==> config.mk <==
export PLATFORM = sky130hd
export DESIGN_NAME = quoted_string_escaper_core
export DESIGN_NICKNAME = d
export VERILOG_FILES = /design/src/qse_pkg.sv /design/src/qse_front.sv /design/src/qse_fifo.sv /design/src/qse_back.sv /design/src/quoted_string_escaper_core.sv
export SDC_FILE = /design/constraint.sdc
export NUM_CORES = 1
export LEC_CHECK = 0
export ABC_AREA = 1
export BUFFER_PORTS_ARGS = -buffer_cell sky130_fd_sc_hd__clkbuf_2
export CAP_MARGIN = 20
export CORE_ASPECT_RATIO = 0.75
export CORE_MARGIN = 4
export CORE_UTILIZATION = 51
export DETAILED_ROUTE_END_ITERATION = 10
export HOLD_SLACK_MARGIN = 0.06
export PLACE_DENSITY = 0.67
export SLEW_MARGIN = 20
export SYNTH_ARGS = -nofsm -noshare
export SYNTH_HDL_FRONTEND = slang
export SYNTH_SLANG_ARGS = --single-unit
export TNS_END_PERCENT = 50
==> constraint.sdc <==
create_clock -name clk -period 6.44 [get_ports clk]
set_input_delay 0.322 -clock clk [delete_from_list [all_inputs] [get_ports clk]]
set_output_delay 0.322 -clock clk [all_outputs]
set_load 0.01 [all_outputs]
==> src/qse_pkg.sv <==
// ----------------------------------------------------------------------------
// qse_pkg
// shared types, character codes and helper functions of the string escaper
// ----------------------------------------------------------------------------
package qse_pkg;

    localparam int MaxChars = 6;

    localparam logic [6:0] ChQuote  = 7'h22;
    localparam logic [6:0] ChBslash = 7'h5c;
    localparam logic [6:0] ChX      = 7'h78;

    typedef struct packed {
        logic [7:0] text_byte;
        logic       first_byte;
        logic       final_byte;
        logic       empty_text;
    } in_item_t;

    typedef struct packed {
        logic [6:0] out_char;
        logic       text_done;
        logic       run_end;
    } out_item_t;

    // one classified input byte: its characters, how many, closing quote flag
    typedef struct packed {
        logic [MaxChars-1:0][6:0] chars;
        logic [2:0]               cnt;
        logic                     done;
    } desc_t;

    function automatic logic [6:0] hex_char(input logic [3:0] nib);
        logic [6:0] res;
        if (nib < 4'd10)
        begin
            res = 7'h30 + {3'b000, nib};
        end
        else
        begin
            res = 7'h57 + {3'b000, nib};
        end
        return res;
    endfunction

    // letter after the backslash for short escapes, zero when none applies
    function automatic logic [6:0] short_escape(input logic [7:0] b);
        logic [6:0] res;
        case (b)
            8'h5c:   res = ChBslash;
            8'h22:   res = ChQuote;
            8'h08:   res = 7'h62;
            8'h0c:   res = 7'h66;
            8'h0a:   res = 7'h6e;
            8'h0d:   res = 7'h72;
            8'h09:   res = 7'h74;
            8'h0b:   res = 7'h76;
            default: res = 7'h00;
        endcase
        return res;
    endfunction

endpackage

==> src/qse_front.sv <==
// ----------------------------------------------------------------------------
// qse_front
// classifies one input byte into the list of characters it expands to
// ----------------------------------------------------------------------------
module qse_front (
    input  qse_pkg::in_item_t item,
    input  logic              push,
    input  logic              queue_full,
    output logic              wr_en,
    output qse_pkg::desc_t    wr_data
);
    import qse_pkg::*;

    logic [3:0][6:0] body;
    logic [2:0]      blen;
    logic [6:0]      esc;
    logic [2:0]      off;
    logic [2:0]      k;

    assign wr_en = push && !queue_full;
    assign esc   = short_escape(item.text_byte);
    assign off   = {2'b00, item.first_byte};

    always_comb
    begin
        body = {4{ChQuote}};
        if (esc != 7'h00)
        begin
            body[0] = ChBslash;
            body[1] = esc;
            blen    = 3'd2;
        end
        else if (!(item.text_byte inside {[8'h20:8'h7e]}))
        begin
            body[0] = ChBslash;
            body[1] = ChX;
            body[2] = hex_char(item.text_byte[7:4]);
            body[3] = hex_char(item.text_byte[3:0]);
            blen    = 3'd4;
        end
        else
        begin
            body[0] = item.text_byte[6:0];
            blen    = 3'd1;
        end
    end

    always_comb
    begin
        wr_data = '0;
        k       = '0;
        if (item.empty_text)
        begin
            wr_data.chars[0] = ChQuote;
            wr_data.chars[1] = ChQuote;
            wr_data.cnt      = 3'd2;
            wr_data.done     = 1'b1;
        end
        else
        begin
            for (int i = 0; i < MaxChars; i++)
            begin
                if (3'(i) < off)
                begin
                    wr_data.chars[i] = ChQuote;
                end
                else
                begin
                    k = 3'(i) - off;
                    if (k < blen)
                    begin
                        wr_data.chars[i] = body[k[1:0]];
                    end
                    else
                    begin
                        wr_data.chars[i] = ChQuote;
                    end
                end
            end
            wr_data.cnt  = off + blen + {2'b00, item.final_byte};
            wr_data.done = item.final_byte;
        end
    end

endmodule

==> src/qse_fifo.sv <==
// ----------------------------------------------------------------------------
// qse_fifo
// short queue of classified bytes between the front and the back
// ----------------------------------------------------------------------------
module qse_fifo #(
    parameter int DEPTH = 4
) (
    input  logic           clk,
    input  logic           rst_n,
    input  logic           wr_en,
    input  qse_pkg::desc_t wr_data,
    output logic           full,
    input  logic           rd_en,
    output qse_pkg::desc_t rd_data,
    output logic           empty
);
    import qse_pkg::*;

    localparam int PW = (DEPTH > 1) ? $clog2(DEPTH) : 1;
    localparam int CW = $clog2(DEPTH + 1);

    desc_t          mem [DEPTH];
    logic [PW-1:0]  wr_ptr_reg, wr_ptr_next;
    logic [PW-1:0]  rd_ptr_reg, rd_ptr_next;
    logic [CW-1:0]  count_reg, count_next;

    assign full    = (count_reg == CW'(DEPTH));
    assign empty   = (count_reg == '0);
    assign rd_data = mem[rd_ptr_reg];

    always_comb
    begin
        wr_ptr_next = wr_ptr_reg;
        rd_ptr_next = rd_ptr_reg;
        count_next  = count_reg;
        if (wr_en)
        begin
            wr_ptr_next = (wr_ptr_reg == PW'(DEPTH - 1)) ? '0 : wr_ptr_reg + 1'b1;
        end
        if (rd_en)
        begin
            rd_ptr_next = (rd_ptr_reg == PW'(DEPTH - 1)) ? '0 : rd_ptr_reg + 1'b1;
        end
        if (wr_en && !rd_en)
        begin
            count_next = count_reg + 1'b1;
        end
        else if (rd_en && !wr_en)
        begin
            count_next = count_reg - 1'b1;
        end
    end

    always_ff @(posedge clk or negedge rst_n)
    begin
        if (!rst_n)
        begin
            wr_ptr_reg <= '0;
            rd_ptr_reg <= '0;
            count_reg  <= '0;
        end
        else
        begin
            wr_ptr_reg <= wr_ptr_next;
            rd_ptr_reg <= rd_ptr_next;
            count_reg  <= count_next;
        end
    end

    always_ff @(posedge clk)
    begin
        if (wr_en)
        begin
            mem[wr_ptr_reg] <= wr_data;
        end
    end

endmodule

==> src/qse_back.sv <==
// ----------------------------------------------------------------------------
// qse_back
// walks the head entry one character per cycle into the output register while it is empty or popped
// ----------------------------------------------------------------------------
module qse_back (
    input  logic                clk,
    input  logic                rst_n,
    input  qse_pkg::desc_t      head,
    input  logic                queue_empty,
    output logic                rd_en,
    output logic                empty,
    input  logic                pop,
    output qse_pkg::out_item_t  result
);
    import qse_pkg::*;

    logic [2:0] idx_reg, idx_next;
    logic       valid_reg, valid_next;
    out_item_t  result_reg, result_next;
    logic       adv;
    logic       last_char;

    assign empty     = !valid_reg;
    assign result    = result_reg;
    assign adv       = !queue_empty && (!valid_reg || pop);
    assign last_char = (idx_reg == head.cnt - 3'd1);
    assign rd_en     = adv && last_char;

    always_comb
    begin
        idx_next    = idx_reg;
        valid_next  = valid_reg;
        result_next = result_reg;
        if (adv)
        begin
            valid_next            = 1'b1;
            result_next.out_char  = head.chars[idx_reg];
            result_next.text_done = head.done && last_char;
            result_next.run_end   = last_char;
            idx_next              = last_char ? 3'd0 : idx_reg + 3'd1;
        end
        else if (pop)
        begin
            valid_next = 1'b0;
        end
    end

    always_ff @(posedge clk or negedge rst_n)
    begin
        if (!rst_n)
        begin
            idx_reg   <= '0;
            valid_reg <= 1'b0;
        end
        else
        begin
            idx_reg   <= idx_next;
            valid_reg <= valid_next;
        end
    end

    always_ff @(posedge clk)
    begin
        result_reg <= result_next;
    end

endmodule

==> src/quoted_string_escaper_core.sv <==
// ----------------------------------------------------------------------------
// quoted_string_escaper_core
// byte stream to double-quoted escaped ascii string literal
// ----------------------------------------------------------------------------
// One input byte is taken per cycle while the internal queue has room. Each
// byte becomes one to six output characters, sent one per cycle while the
// output is empty or popped, from a registered output stage; plain printable
// bytes sustain one byte per cycle while each result is popped as it shows. The
// classifier and the serializer are parted by a queue of DEPTH entries, so
// new bytes keep being taken while an escape sequence is being sent, until
// the queue fills, and a result may sit on the output while new bytes are
// taken. The first character of a transaction passes through the queue and
// then the registered output stage before it shows on the result ports.
module quoted_string_escaper_core #(
    parameter int DEPTH = 4
) (
    input  logic               clk,
    input  logic               rst_n,
    input  logic               push,
    output logic               full,
    input  qse_pkg::in_item_t  item,
    output logic               empty,
    input  logic               pop,
    output qse_pkg::out_item_t result
);
    import qse_pkg::*;

    logic  wr_en;
    desc_t wr_data;
    logic  rd_en;
    desc_t rd_data;
    logic  queue_empty;

    qse_front u_front (
        .item       (item),
        .push       (push),
        .queue_full (full),
        .wr_en      (wr_en),
        .wr_data    (wr_data)
    );

    qse_fifo #(
        .DEPTH (DEPTH)
    ) u_fifo (
        .clk     (clk),
        .rst_n   (rst_n),
        .wr_en   (wr_en),
        .wr_data (wr_data),
        .full    (full),
        .rd_en   (rd_en),
        .rd_data (rd_data),
        .empty   (queue_empty)
    );

    qse_back u_back (
        .clk         (clk),
        .rst_n       (rst_n),
        .head        (rd_data),
        .queue_empty (queue_empty),
        .rd_en       (rd_en),
        .empty       (empty),
        .pop         (pop),
        .result      (result)
    );

endmodule

==> results.md <==
* Outcome: finished clean
* Mapped Area at approximately 0.0096 mm2
* Worst EP required at slightly below 7 ns
* Share of cells above drive strength 1 at 0.117
* Max layer used: met4
* Pwr per Cell Area at 425 mW/mm2
* First-pass GRT wire length at between 30 and 40 mm
* WS Path Type: reg2reg
* Area of the multi-input gates at 0.00311 mm2
* Buf/Inv on CP at 3
* IO buf count at 25
* Max Clk Rate at 266 MHz
* Area Growth Syn to Fin at 10.3%
* Max FFs per register at about 180
* Number of synthesized flops with an enable pin at 193
* Synth Flop Type: edfxtp_1
* Distinct cells, synth at between 40 and 50
* CP max FO at between 40 and 50
* Worst path arrival time at around 4.1 ns
* DRT antenna net count at 0
* Fillers at 1571
* CP Depth at 15
* Worst R2R Start: u_fifo.rd_ptr_reg[0]$_DFFE_PN0P_
* Min-Delay Startpoint: push
* Max Root-Sink Buffers at 3
* I/O pin total at 26
* Period utilization at 0.583
* Crit path cell chain: inv_2 > nand2_1 > a32o_1 > ha_1 > xor2_1 > or2_2 > nand3_2 > inv_1 > nand2_1 > ha_1 > inv_1 > fa_1 > a21oi_1 > o21ai_0 > xor2_1
* CTS Buf Count at 20
* HP Class: in2reg
* Max-Cap Viols at 0
* Largest family of logic cells by synthesized area: simple AND/OR/NAND/NOR gates
* Post-DP HPWL at approximately 13 mm
* Diode count at 0
* CTS hold repair buffers at 2
* Seq cells post-synth at just over 200
* Final Max Slew Viols at 0
* CTS tree: done
* Synth Instances at roughly 900
* Proportion of synthesized area in mux cells at 0.00118
* Measured slew at the worst slew-check pin at roughly 1.0 ns
* Final Hold Fails at 0
* Min cycle time layout at 3.75 ns
* Final Power at approximately 4500 uW
* Startpoint Class: flip-flop
* Clk sinks at a little over 200
* Initial antenna violation count at 0
* Slowest stage delay, CP at 0.67 ns
* Post-Synth Adder-Cell Area at 0.0330
* DIE AREA at around 0.021 mm2
* Critical Path Source: u_fifo.rd_ptr_reg[0]$_DFFE_PN0P_
* Starting DRC count in detailed routing at slightly above 600
* XOR/XNOR Fraction of Synth Area at 0.00550
* Worst Reg-to-Reg Cells at 15
* Die height at roughly 130 um
* Register area at between 0.006 and 0.007 mm2
* Final Setup Violations at 0
* Overall Global Routing Usage at 0.205
* Initial Util at 0.518
* Layout Nets at approximately 950
* M1 wire length at 10.4 mm
* Hold path depth at 5
* PostCTS Resize Cnt at 0
* Post CTS Setup Buffer Count at 0
* CORE AREA at 0.0185 mm2
* CP top delay family: buffers and inverters
* CP Capture Type: flip-flop
* Clock Pin Slew Worst Setup and Hold Paths at approximately 0.060 ns
* Slowest CP cell: dfrtp_2
* Worst Clk Skew at around 0.016 ns
* Clock Tree Root: clkbuf_16
* Pleak at 0.00399 uW
* RSZ-0062 raised after global routing: false
* Final GP Congestion at roughly 0.86
* Register area share after synthesis at 0.635
* Drt via density at 5.59
* Total routed wirelength at around 22 mm
* Met3 wire len at 1.61 mm
* Compound-gate portion of the synthesized area at 0.103
* Pin count of the biggest net entering global routing at 62
* Async SR Flop Fraction at 0.0539
* DRC at 0
* GRT overflow at 0
* Vias after detailed routing at 6540
* Maximum VDD drop at 0.279 mV
* Worst skew pair latency at between 0.4 and 0.5 ns
* Setup TNS at 0 ns
* Yosys Warn Count at 0
* Vias in the first global route at 6179
* Detailed-router iteration count before antenna repair at 5
* H-Tree Depth at 1
* Row cnt at 43
* Simple-Gate Fraction of Synth Area at 0.178
* Slew headroom at 0.308
* Mean post-synth cell area at 10.7 um2
* Die X at approximately 170 um
* Routed len/inst at between 15 and 20 um
* Met2 wire length at between 9 and 10 mm
-- path summary, 6_finish.rpt --
path,to,slack (ns)
max,u_fifo.count_reg[2]$_DFFE_PN0P_,2.69
min,u_fifo.wr_ptr_reg[1]$_DFFE_PN0P_,0.23
max reg2reg,u_fifo.count_reg[2]$_DFFE_PN0P_,2.69
min reg2reg,u_fifo.count_reg[0]$_DFFE_PN0P_,0.56
max in group asynchronous,u_fifo.rd_ptr_reg[0]$_DFFE_PN0P_,5.93
min in group asynchronous,u_back.idx_reg[1]$_DFFE_PN0P_,0.26
-- power by group --
part | switching (uW) | internal (uW) | total (uW)
clock | 458 | 678 | 1140
sequential | 123 | 1800 | 1930
combinational | 1000 | 414 | 1420
total | 1590 | 2890 | 4480
-- final cells by class --
type	instances	share of cell area
clock buffer	27	0.0520
clock inverter	9	0.00878
inverter	53	0.0189
multi-input combinational	593	0.295
sequential	204	0.576
tap	247	0.0293
timing repair buffer	36	0.0202
-- per-stage QoR --
| stage | std cells | util | instance area [um2] | worst slack, ns | hold slack (ns) |
|---|---|---|---|---|---|
| 3_5_place_dp | 1131 | 0.535 | 9880 | 2.68 | 0.217 |
| 2_1_floorplan | 894 | - | 9570 | 3.17 | 0.0264 |
| 3_3_place_gp | 1131 | 0.535 | 9880 | 2.76 | 0.218 |
| 6_report | 1169 | 0.571 | 10500 | 2.69 | 0.230 |
| 5_1_grt | 1169 | 0.571 | 10500 | 2.35 | 0.264 |
| 4_1_cts | 1169 | 0.571 | 10500 | 2.67 | 0.211 |
-- logic make-up after synthesis --
family | Yosys count
simple gates | 389
buf+inv | 97
xor+xnor | 6
other cells | 1
compound gates | 169
flops | 204
mux | 1
fa+ha+maj | 24
-- routing by layer --
| metal | vias up | track usage |
|---|---|---|
| met2 | 224 | 0.307 |
| met4 | 0 | 0.0422 |
| met1 | 3153 | 0.321 |
| met3 | 26 | 0.0293 |
| met5 | - | 0 |
| li1 | 3137 | - |
-- worst min-delay path, stage by stage --
cell and delay [ns]:
clkbuf_2 0.08, inv_1 0.04, nor2_1 0.09, nand2_1 0.07, o21ai_0 0.07
-- cells in the final DEF, fill, tap and decap left out, drive strengths merged, types with 11 or more instances in the layout --
cell    instances
ha             22
nand3          43
a21oi          15
inv            52
o21ai         102
clkbuf         52
nor3           13
edfxtp        193
nor2          184
o211ai         35
dfrtp          11
nand2         141
-- Yosys cell counts (2+ instances only) --
cell      count  share of area
edfxtp_1    193           0.61
nor2_1      176          0.069
nand2_1     130          0.051
o21ai_0      99          0.052
inv_1        44          0.017
nand3_1      36          0.019
o211ai_1     35          0.027
ha_1         22          0.029
clkbuf_1     21         0.0082
a21oi_1      14         0.0073
buf_2        14         0.0073
dfrtp_1      11          0.029
nand2_2      11         0.0072
nor3_1       10         0.0052
inv_2         7         0.0027
o221ai_1      7         0.0064
o22ai_1       7         0.0046
nand3_2       5         0.0052
buf_4         4         0.0031
nor2_2        4         0.0026
nor2_4        4         0.0047
xor2_1        4         0.0037
buf_6         3         0.0035
nand4_1       3         0.0020
nor3_2        3         0.0031
clkinv_1      2        0.00079
fa_1          2         0.0042
nand3_4       2         0.0037
o21ai_1       2         0.0010
or2_2         2         0.0013
xnor2_1       2         0.0018
No activity file was read; power rests on OpenSTA's default activity.
